$ cat src/rtl/fdr_pkg.sv
// Shared types, constants and helpers for the frame descriptor ring.
package fdr_pkg;

   localparam int RING_DEPTH = 16;
   localparam int LEN_BITS   = 24;

   localparam int PTR_W  = (RING_DEPTH > 1) ? $clog2(RING_DEPTH) : 1;
   localparam int CNT_W  = $clog2(RING_DEPTH + 1);
   localparam int ADV_W  = PTR_W + 1;
   localparam int CAP_W  = 5;
   localparam int CAPX_W = (CAP_W > CNT_W) ? CAP_W : CNT_W;
   localparam int SLOT_W = 4;
   localparam int IDXC_W = (SLOT_W > CNT_W) ? SLOT_W : CNT_W;
   localparam int FLEN_W = 24;
   localparam int CSR_W  = 24;

   localparam logic [CAP_W-1:0]  CAP_RESET   = CAP_W'(16);
   localparam logic [FLEN_W-1:0] FRAME_RESET = FLEN_W'(1024 * 1024);

   typedef enum logic [1:0] {
      OP_PUSH    = 2'd0,
      OP_POP     = 2'd1,
      OP_RELEASE = 2'd2
   } op_type;

   typedef enum logic {
      CSR_RING_CAPACITY = 1'b0,
      CSR_MAX_FRAME     = 1'b1
   } csr_index_type;

   typedef struct packed {
      logic [1:0]        opcode;
      logic [FLEN_W-1:0] base_len;
      logic [FLEN_W-1:0] dep_len;
      logic [63:0]       timestamp;
      logic              keyframe;
      logic [SLOT_W-1:0] slot_index;
   } req_type;

   typedef struct packed {
      logic              ok;
      logic [SLOT_W-1:0] slot_out;
      logic [FLEN_W-1:0] base_size_out;
      logic [FLEN_W-1:0] dep_size_out;
      logic [63:0]       timestamp_out;
      logic              keyframe_out;
      logic [31:0]       sequence_out;
      logic [4:0]        occupancy;
      logic [31:0]       dropped_count;
   } rsp_type;

   typedef struct packed {
      logic [LEN_BITS-1:0] base_len;
      logic [LEN_BITS-1:0] dep_len;
      logic [63:0]         timestamp;
      logic                keyframe;
   } entry_type;

   typedef struct packed {
      logic             wr_en;
      logic [PTR_W-1:0] waddr;
      entry_type        wdata;
      logic [PTR_W-1:0] raddr;
   } store_ctl_type;

   function automatic logic [PTR_W-1:0] ptr_advance(input logic [PTR_W-1:0] p,
                                                    input logic [CNT_W-1:0] cap);
      logic [ADV_W-1:0] nxt;
      nxt = ADV_W'(p) + ADV_W'(1);
      return (nxt >= ADV_W'(cap)) ? '0 : PTR_W'(nxt);
   endfunction

endpackage

$ cat src/rtl/fdr_slot_store.sv
// Generic RAM: one write port and one read port with registered read data.
module fdr_slot_store #(
   parameter int WIDTH = 1,
   parameter int DEPTH = 2
) (
   input  logic                                       clock,
   input  logic                                       wr_en,
   input  logic [(DEPTH > 1 ? $clog2(DEPTH) : 1)-1:0] waddr,
   input  logic [WIDTH-1:0]                           wdata,
   input  logic [(DEPTH > 1 ? $clog2(DEPTH) : 1)-1:0] raddr,
   output logic [WIDTH-1:0]                           rdata
);

   logic [WIDTH-1:0] mem_ff [DEPTH];
   logic [WIDTH-1:0] rdata_ff;

   // read returns the old word when the same address is written on that edge
   always_ff @(posedge clock) begin
      if (wr_en) begin
         mem_ff[waddr] <= wdata;
      end
      rdata_ff <= mem_ff[raddr];
   end

   assign rdata = rdata_ff;

endmodule

$ cat src/rtl/fdr_ctrl.sv
// Ring control: pointers, occupancy, held slots, counters and result build.
module fdr_ctrl (
   input  logic                          clock,
   input  logic                          reset,
   input  logic                          item_valid,
   input  fdr_pkg::req_type              item,
   input  logic [fdr_pkg::CAP_W-1:0]     ring_capacity,
   input  logic [fdr_pkg::FLEN_W-1:0]    max_frame_bytes,
   input  fdr_pkg::entry_type            rd_entry,
   output fdr_pkg::store_ctl_type        store_ctl,
   output fdr_pkg::rsp_type              rsp
);
   import fdr_pkg::*;

   logic [PTR_W-1:0]      head_ff, head_in;
   logic [PTR_W-1:0]      tail_ff, tail_in;
   logic [CNT_W-1:0]      count_ff, count_in;
   logic [RING_DEPTH-1:0] held_ff, held_in;
   logic [31:0]           seq_ff, seq_in;
   logic [31:0]           drop_ff, drop_in;
   logic                  byp_ff, byp_in;
   entry_type             byp_data_ff;
   entry_type             tail_entry;

   logic [CAPX_W-1:0] capx;
   logic [CNT_W-1:0]  cap;
   logic [31:0]       lim_w;
   logic [31:0]       top_w;
   logic [LEN_BITS-1:0] lim;
   logic [IDXC_W-1:0] rel_idx;

   always_comb begin
      capx = CAPX_W'(ring_capacity);
      if (capx == '0) begin
         capx = CAPX_W'(1);
      end else if (capx > CAPX_W'(RING_DEPTH)) begin
         capx = CAPX_W'(RING_DEPTH);
      end
      cap = CNT_W'(capx);

      lim_w = (max_frame_bytes == '0) ? 32'(FRAME_RESET) : 32'(max_frame_bytes);
      top_w = (32'd1 << LEN_BITS) - 32'd1;
      if (lim_w > top_w) begin
         lim_w = top_w;
      end
      lim = LEN_BITS'(lim_w);
   end

   // tail word from the store, or the word written to that slot on the last edge
   assign tail_entry = byp_ff ? byp_data_ff : rd_entry;

   always_comb begin
      head_in  = head_ff;
      tail_in  = tail_ff;
      count_in = count_ff;
      held_in  = held_ff;
      seq_in   = seq_ff;
      drop_in  = drop_ff;
      rel_idx  = IDXC_W'(item.slot_index);

      store_ctl.wr_en = 1'b0;
      store_ctl.waddr = head_ff;
      store_ctl.wdata.base_len  = (32'(item.base_len) > lim_w) ? lim : LEN_BITS'(item.base_len);
      store_ctl.wdata.dep_len   = (32'(item.dep_len) > lim_w) ? lim : LEN_BITS'(item.dep_len);
      store_ctl.wdata.timestamp = item.timestamp;
      store_ctl.wdata.keyframe  = item.keyframe;

      rsp = '0;

      if (item_valid) begin
         case (item.opcode)
            OP_PUSH: begin
               if (held_ff[head_ff]) begin
                  drop_in = drop_ff + 32'd1;
               end else begin
                  // full ring: the oldest word is overwritten
                  if (count_ff >= cap) begin
                     tail_in  = ptr_advance(tail_ff, cap);
                     count_in = count_ff - CNT_W'(1);
                     drop_in  = drop_ff + 32'd1;
                  end
                  store_ctl.wr_en = 1'b1;
                  head_in  = ptr_advance(head_ff, cap);
                  count_in = count_in + CNT_W'(1);
                  rsp.ok   = 1'b1;
               end
            end
            OP_POP: begin
               if (count_ff != '0) begin
                  held_in[tail_ff]  = 1'b1;
                  rsp.ok            = 1'b1;
                  rsp.slot_out      = SLOT_W'(tail_ff);
                  rsp.base_size_out = FLEN_W'(tail_entry.base_len);
                  rsp.dep_size_out  = FLEN_W'(tail_entry.dep_len);
                  rsp.timestamp_out = tail_entry.timestamp;
                  rsp.keyframe_out  = tail_entry.keyframe;
                  rsp.sequence_out  = seq_ff;
                  seq_in   = seq_ff + 32'd1;
                  tail_in  = ptr_advance(tail_ff, cap);
                  count_in = count_ff - CNT_W'(1);
               end
            end
            OP_RELEASE: begin
               for (int i = 0; i < RING_DEPTH; i++) begin
                  if (rel_idx < IDXC_W'(cap) && rel_idx == IDXC_W'(i)) begin
                     held_in[i] = 1'b0;
                  end
               end
               rsp.ok = 1'b1;
            end
            default: begin
            end
         endcase
      end

      // store read is registered, so the next tail slot is fetched ahead of use
      store_ctl.raddr = tail_in;
      byp_in          = store_ctl.wr_en && (store_ctl.waddr == tail_in);

      rsp.occupancy     = 5'(count_in);
      rsp.dropped_count = drop_in;
   end

   always_ff @(posedge clock) begin
      if (reset) begin
         head_ff  <= '0;
         tail_ff  <= '0;
         count_ff <= '0;
         held_ff  <= '0;
         seq_ff   <= '0;
         drop_ff  <= '0;
         byp_ff   <= 1'b0;
      end else begin
         head_ff  <= head_in;
         tail_ff  <= tail_in;
         count_ff <= count_in;
         held_ff  <= held_in;
         seq_ff   <= seq_in;
         drop_ff  <= drop_in;
         byp_ff   <= byp_in;
      end
   end

   always_ff @(posedge clock) begin
      byp_data_ff <= store_ctl.wdata;
   end

endmodule

$ cat src/rtl/frame_descriptor_ring.sv
// Frame descriptor ring top level: command register, config, result register.
//
// One command word (push, pop or release) is taken on any cycle where start
// is high and busy is low; busy is only high during reset, so a new word can
// be issued every cycle. The result word is on rsp_data with rsp_valid high
// for exactly one cycle, after the command register and the result register;
// the receiver must take it then. The ring update logic between those two
// registers is combinational. Configuration writes land on the next edge and
// must only be issued while no command is in flight; capacity should change
// only with the ring empty.
module frame_descriptor_ring (
   input  logic                         clock,
   input  logic                         reset,
   input  logic                         start,
   output logic                         busy,
   input  fdr_pkg::req_type             req_data,
   output logic                         rsp_valid,
   output fdr_pkg::rsp_type             rsp_data,
   input  logic                         csr_we,
   input  logic                         csr_index,
   input  logic [fdr_pkg::CSR_W-1:0]    csr_wdata
);
   import fdr_pkg::*;

   logic              req_valid_ff, req_valid_in;
   req_type           req_ff;
   logic              rsp_valid_ff;
   rsp_type           rsp_ff;
   rsp_type           rsp_in;
   logic [CAP_W-1:0]  ring_capacity_ff;
   logic [FLEN_W-1:0] max_frame_ff;

   store_ctl_type     store_ctl;
   entry_type         rd_entry;

   assign busy         = reset;
   assign req_valid_in = start && !busy;

   always_ff @(posedge clock) begin
      if (reset) begin
         req_valid_ff     <= 1'b0;
         rsp_valid_ff     <= 1'b0;
         ring_capacity_ff <= CAP_RESET;
         max_frame_ff     <= FRAME_RESET;
      end else begin
         req_valid_ff <= req_valid_in;
         rsp_valid_ff <= req_valid_ff;
         if (csr_we) begin
            case (csr_index_type'(csr_index))
               CSR_RING_CAPACITY: ring_capacity_ff <= CAP_W'(csr_wdata);
               CSR_MAX_FRAME:     max_frame_ff     <= FLEN_W'(csr_wdata);
               default: begin
               end
            endcase
         end
      end
   end

   always_ff @(posedge clock) begin
      if (req_valid_in) begin
         req_ff <= req_data;
      end
      rsp_ff <= rsp_in;
   end

   fdr_ctrl u_ctrl (
      .clock           (clock),
      .reset           (reset),
      .item_valid      (req_valid_ff),
      .item            (req_ff),
      .ring_capacity   (ring_capacity_ff),
      .max_frame_bytes (max_frame_ff),
      .rd_entry        (rd_entry),
      .store_ctl       (store_ctl),
      .rsp             (rsp_in)
   );

   fdr_slot_store #(
      .WIDTH ($bits(entry_type)),
      .DEPTH (RING_DEPTH)
   ) u_store (
      .clock (clock),
      .wr_en (store_ctl.wr_en),
      .waddr (store_ctl.waddr),
      .wdata (store_ctl.wdata),
      .raddr (store_ctl.raddr),
      .rdata (rd_entry)
   );

   assign rsp_valid = rsp_valid_ff;
   assign rsp_data  = rsp_ff;

endmodule

$ cat config.mk
export PLATFORM = sky130hd
export DESIGN_NAME = frame_descriptor_ring
export DESIGN_NICKNAME = d
export VERILOG_FILES = /design/src/rtl/fdr_pkg.sv /design/src/rtl/fdr_slot_store.sv /design/src/rtl/fdr_ctrl.sv /design/src/rtl/frame_descriptor_ring.sv
export SDC_FILE = /design/constraint.sdc
export NUM_CORES = 2
export LEC_CHECK = 0
export BUFFER_PORTS_ARGS = -buffer_cell sky130_fd_sc_hd__buf_2
export CAP_MARGIN = 20
export CORE_MARGIN = 8
export CORE_UTILIZATION = 25
export CTS_CLUSTER_DIAMETER = 150
export DETAILED_ROUTE_END_ITERATION = 10
export PLACE_DENSITY_LB_ADDON = 0.15
export SKIP_CTS_REPAIR_TIMING = 1
export SYNTH_ARGS = -nofsm -noshare
export SYNTH_HDL_FRONTEND = slang
export SYNTH_SLANG_ARGS = --single-unit
$ cat constraint.sdc
create_clock -name clock -period 10.78 [get_ports clock]
set_clock_uncertainty 0.05 [all_clocks]
set_input_delay 1.617 -clock clock [delete_from_list [all_inputs] [get_ports clock]]
set_output_delay 1.617 -clock clock [all_outputs]
set_load 0.1 [all_outputs]
# Word-level counts from Yosys, hierarchy flattened
# Memories as Yosys holds them, arrays and structs flattened. A register that Yosys moved wholly into a read port is not among the register bits.
# Index checks and enable logic that the tools add are counted.
[totals]
reg_bits = 544
ram_bits = 1808
input_bits = 148
out_inout_bits = 189
wordCells = 202
n_memories = 1
[memory_table]
columns = ["name", "depth", "width", "rd", "rd_ports_with_merged_regs", "wr", "line", "source"]
rows = [
  ["u_store.mem_ff", 16, 113, 1, 1, 1, "fdr_slot_store.sv:14", "logic [WIDTH-1:0] mem_ff [DEPTH];"],
]
[classes]
add_sub_neg = 6
magnitude_cmp = 11
n_eq_ne = 35
mux = 55
bitwise = 3
reduce_logical = 46
[ops]
columns = ["op", "n"]
rows = [
  ["$mux W32", 5],
  ["$mux W150", 1],
  ["$mux W113", 1],
  ["$mux W24", 3],
  ["$add A32 B1 Y32 const B", 2],
  ["$gt A24 B32 Y1", 2],
  ["$reduce_and A4 Y1", 16],
  ["$mux W5", 9],
  ["$ne A2 B1 Y1 const B", 17],
  ["$eq A4 B4 Y1 const B", 8],
  ["$gt A32 B24 Y1 const B", 1],
  ["$pmux W16 S2", 1],
  ["$logic_not A24 Y1", 1],
  ["$mux W4", 6],
  ["$mux W1", 23],
  ["$logic_and A1 B1 Y1", 19],
  ["$eq A4 B3 Y1 const B", 4],
  ["$mux W16", 1],
  ["$or A16 B16 Y16", 1],
  ["$ge A5 B5 Y1", 3],
  ["$add A4 B1 Y5 const B", 2],
  ["$lt A4 B5 Y1 const B", 2],
  ["$pmux W5 S2", 1],
  ["$eq A4 B2 Y1 const B", 2],
  ["22 further kinds", 25],
]

# Depth between registers and ports, before layout
[depth]
depth_word = 12
mapped_depth = 17
ltp_nobuf = 16

# Cells and area by module
# Synthesis repeated with hierarchy kept, for this count alone.
[hier_totals]
hier_cells = 4620
hier_area_um2 = 90055.1
[modules_own_cells]
columns = ["mod", "instances", "cells_per_inst", "area_each_um2", "seq_area_each_um2"]
rows = [
  ["fdr_slot_store", 1, 2890, 69783.2, 56554.2],
  ["fdr_ctrl", 1, 1292, 11647.4, 4144.0],
  ["frame_descriptor_ring", 1, 438, 8624.5, 7937.6],
]

# Worst setup path after synthesis
# Ideal clock, no wire load.
[synth_path]
path_kind = "register to register"
start = "register u_ctrl.head_ff[0]"
end = "memory u_store.mem_ff[0][0] (netlist name), enable pin"
setup_ns = 0.723
t_arrival_ns = 9.611
t_required_ns = 10.007
setup_slack_ns = 0.395
path_stages_with_launch = 8
n_path_buf = 2
synth_period_minus_slack_ns = 10.385
path_cell_list = "dfxtp_1 > buf_6 > mux4_2 > mux2_2 > o311a_1 > clkbuf_1 > nand2b_1 > nor3_1"
[synth_via]
elab_chain_len = 7
[synth_lines]
columns = ["element", "line", "source"]
rows = [
  ["start, declared", "fdr_ctrl.sv:15", "logic [PTR_W-1:0] head_ff, head_in;"],
  ["start signal, assigned", "fdr_ctrl.sv:134", "head_ff <= head_in;"],
  ["$bmux W1 S4", "fdr_ctrl.sv:73", "if (held_ff[head_ff]) begin"],
  ["$mux W1 (implied by the code)", "fdr_ctrl.sv:73", ""],
  ["$mux W1", "fdr_ctrl.sv:73", ""],
  ["$mux W1", "fdr_ctrl.sv:71", "case (item.opcode)"],
  ["$mux W1", "fdr_ctrl.sv:70", "if (item_valid) begin"],
  ["$mux W1", "fdr_slot_store.sv:19", "if (wr_en) begin"],
  ["$mux W1 (implied by the code)", "fdr_slot_store.sv:20", "mem_ff[waddr] <= wdata;"],
  ["end, declared", "fdr_slot_store.sv:14", ""],
]
# Parallel ways exist; a longest one is shown, timed or not. The select of a mux whose other input is x is not followed.

# Worst setup path in the final report
[layout_path]
start = "register u_ctrl.count_ff[0]"
end = "register u_store.rdata_ff[27], in the netlist u_store.rdata[27] (read register of u_store.mem_ff)"
[layout_via]
elab_chain_len = 5
word_cells_on_any_way = 7
classes_between = "1 x order compare; 5 x mux; 1 x reduce/logical"
[layout_lines]
columns = ["element", "line", "source"]
rows = [
  ["start, declared", "fdr_ctrl.sv:17", "logic [CNT_W-1:0] count_ff, count_in;"],
  ["start signal, assigned", "fdr_ctrl.sv:136", "count_ff <= count_in;"],
  ["$ge A5 B5 Y1", "fdr_ctrl.sv:77", "if (count_ff >= cap) begin"],
  ["$mux W4", "fdr_ctrl.sv:77", ""],
  ["$mux W4", "fdr_ctrl.sv:73", ""],
  ["$pmux W4 S2 (*)", "fdr_ctrl.sv:71", ""],
  ["$mux W4 (*)", "fdr_ctrl.sv:70", ""],
  ["end, declared", "fdr_slot_store.sv:15", "logic [WIDTH-1:0] rdata_ff;"],
]
# Every way passes the cells marked *; elsewhere a longest branch is shown, timed or not.
# A chain may end at the register's enable or synchronous reset.

==> results.py <==
metrics = {
    "synthesis": {
        "ys_seq_area_frac": 0.753,
        "synthAdderAreaFrac": 0.0112,
        "async_flop_share": 0,
        "synth_simple_gate_area_share": 0.0374,
        "ys_ff_latch": 2465,
        "yosys_warnings": 0,
        "synth_edf_count": 1927,
        "synth-main-ff-cell": "edfxtp_1",
        "synth-compound-area-share": 0.104,
        "synth_xor_area_frac": 0.00663,
        "synth_area_sq_um": 91200,
        "synth_cells": 5776,
        "synthesis.nets": 6006,
        "synth_top_family_by_area": "compound AO/OA/AOI/OAI gates",
        "synth.distinct_cells": 67,
        "synth_mux_area_frac": 0.0668,
        "syn_area_per_cell_sq_um": 15.8,
    },
    "critical_path": {
        "cp_num_cells": 12,
        "crit_fanout": 186,
        "path_buf_inv": 3,
        "rr_worst_depth": 12,
        "critPathKind": "flop to flop",
        "crit_path_cell_trace": "inv_1 > ha_1 > nor4b_1 > nor2_1 > nand2_4 > o21ai_1 > a32oi_4 > buf_12 > buf_4 > o21ai_0 > a22oi_1 > nand2_1",
        "critical_path_required_ns": 11.49,
        "end_kind": "flop",
        "cp.arrival_ns": 6.17,
        "cp-start-kind": "flop",
        "slowest_delay_ns": 0.76,
        "crit_path_top_delay_cell": "buf_4",
        "cpLargestDelayFamily": "buffers and inverters",
    },
    "global_routing": {
        "grt_overflow_total": 0,
        "grt_pass1_vias": 53200,
        "antenna_found_initial": 30,
        "grt_usage": 0.141,
        "grt_pass1_wl_mm": 399,
        "grt_max_degree": 205,
    },
    "placed_design": {
        "dp_hpwl_mm": 145,
        "io_buffers": 336,
        "gp_congestion": 0.754,
        "place_inst": 10600,
        "placed_area_sq_um": 98400,
    },
    "floorplan": {
        "die_h_microns": 620,
        "initial_core_util": 0.251,
        "rows": 221,
        "ios": 337,
        "core_sq_um": 363000,
        "die-area_sq_um": 384000,
        "die_w_microns": 620,
    },
    "clocking": {
        "numCtsBuffers": 293,
        "clk_path_buf_depth": 4,
        "cts_tree": "done",
        "cts.sinks": 2465,
        "path_clk_slew_ns": 0.06,
        "clkLatencyLatePin_ns": 0.88,
        "htreeDepth": 5,
        "ctsRootBufferMaster": "clkbuf_16",
    },
    "power": {
        "total_power_mw": 20.8,
        "seqPwrFrac": 0.509,
        "intPower_mw": 16.2,
        "p_sw_frac": 0.217,
        "ir_worst_vdd_v": 0.000110,
        "p_leak_nw": 34.5,
        "combinationalPowerShare": 0.029,
        "power.switching_mw": 4.52,
        "power.density_nw_per_um2": 193,
        "clockPowerShare": 0.461,
    },
    "routing": {
        "wl_mm": 282,
        "drtPass1Iterations": 7,
        "wire_per_inst_microns": 25.3,
        "via_count": 51400,
        "ant_nets": 0,
        "drc": 0,
        "routed_via_density": 4.61,
        "drtIter0Drc": 4017,
    },
    "status": {
        "status": "complete, no violations",
    },
    "sta": {
        "finalSetupViolCount": 0,
        "finalCritPeriodShare": 0.507,
        "final_max_slew_viol_count": 0,
        "fin_tns_setup_ns": 0,
        "rsz0062_at_grt": "false",
        "layout_min_cycle_time_ns": 5.47,
        "finalHoldViolations": 0,
        "tightestPinTransition_ns": 1.24,
        "max_clock_freq_mhz": 183,
        "max_slew_margin": 0.174,
    },
    "min_path": {
        "min_path_type": "flop to flop",
        "min_path_cells": 1,
    },
    "finish": {
        "layout-drive-gt1-share": 0.142,
        "finalNetCount": 6339,
        "final_cells": 11200,
        "fin_util": 0.297,
        "syn2layout_area_growth_pct": 18.1,
        "final_common_cell": "edfxtp_1",
        "layout_common_cells": "edfxtp_1, mux2i_1, dfxtp_1",
        "fill_cells": 36100,
        "final_area_sq_um": 108000,
    },
    "job": {
        "maxCapViolCount": 0,
    },
}
## stage by stage
step | hold WS, ns | setup slack [ns]
floorplan | 0.370 | 0.395
global placement | 0.385 | 5.22
detailed placement | 0.391 | 5.20
CTS | 0.394 | 5.20
global route | 0.415 | 4.87
finish | 0.394 | 5.31
## path summary, 6_finish.rpt
check                 endpoint  slack, ns                from
min               rsp_data[31]       0.39  u_ctrl.drop_ff[31]
max reg2reg  u_store.rdata[27]       5.31  u_ctrl.count_ff[0]
min reg2reg       rsp_data[31]       0.39  u_ctrl.drop_ff[31]
max          u_store.rdata[27]       5.31  u_ctrl.count_ff[0]
## sequential cells by signal, summed over array words and instances, names as in the netlist, 24 cells and up
register and flops:
rsp_data 187, max_frame_ff 24, u_store.rdata 113, u_ctrl.byp_data_ff 113
u_store.mem_ff 1808, u_ctrl.drop_ff 32, req_ff 119, u_ctrl.seq_ff 32
## routing by layer
metal  vias up  global-route usage  part of all wire
li1      23500                   -                 -
met4         0              0.0333             0.021
met3       360              0.0185             0.036
met5         -                   0                 0
met1     26500               0.182              0.44
met2      1068               0.251              0.51
## cell families (layout without fill, tap and decap cells)
| kind of cell | after synthesis | count (layout) |
|---|---|---|
| flip-flops | 2465 | 2465 |
| AO/OA/AOI/OAI | 1357 | 1357 |
| AND/OR/NAND/NOR | 755 | 755 |
| multiplexers | 600 | 600 |
| buffers and inverters | 448 | 1022 |
| adder cells (fa/ha/maj) | 82 | 82 |
| XOR/XNOR | 69 | 69 |
| other | 0 | 15 |
## power by group through the flow
stage | clock [mW] | combinational [mW] | sequential, mW
CTS | 9.92 | 0.628 | 10.6
floorplan | 0 | 0.352 | 10.7
finish | 9.58 | 0.611 | 10.6
global route | 10.3 | 0.671 | 10.6
global placement | 0 | 0.617 | 10.8
detailed placement | 0 | 0.626 | 10.8
## cells in the mapped netlist (5+ instances only)
cell / n / area (sq um)
edfxtp_1: 1927 / 57900
mux2i_1: 570 / 5710
dfxtp_1: 538 / 10800
a32oi_1: 450 / 3940
nand2_1: 268 / 1010
o21ai_0: 256 / 1280
nor2_1: 231 / 867
a22oi_1: 229 / 1720
o21ai_1: 223 / 1120
clkbuf_1: 210 / 788
buf_2: 98 / 490
ha_1: 82 / 1030
a21oi_1: 68 / 340
nand3_1: 59 / 295
inv_1: 56 / 210
buf_1: 51 / 191
nor2b_1: 46 / 288
xor2_1: 38 / 333
and2_1: 36 / 225
buf_4: 31 / 233
xnor2_1: 31 / 272
mux2_2: 26 / 293
nor3_1: 24 / 120
a311o_1: 22 / 220
o311ai_0: 22 / 193
nand4_1: 20 / 125
a21o_1: 17 / 128
and3_1: 15 / 93.8
nand2b_1: 15 / 93.8
o21a_1: 11 / 82.6
or3_1: 11 / 68.8
a31oi_1: 10 / 62.6
nor4_1: 10 / 62.6
a311oi_1: 7 / 61.3
a211oi_1: 6 / 45.0
o211ai_1: 5 / 37.5
## cell type report
class	count	area, sq um	share of cell area
sequential	2465	68600	0.637
multi-input combinational	2863	20900	0.194
clock buffer	440	8460	0.0785
tap	4794	6000	0.0557
timing repair buffer	429	2700	0.0250
clock inverter	96	840	0.00779
inverter	57	214	0.00199
antenna	15	37.5	0.000348
Power figures use the tool's default switching activity.
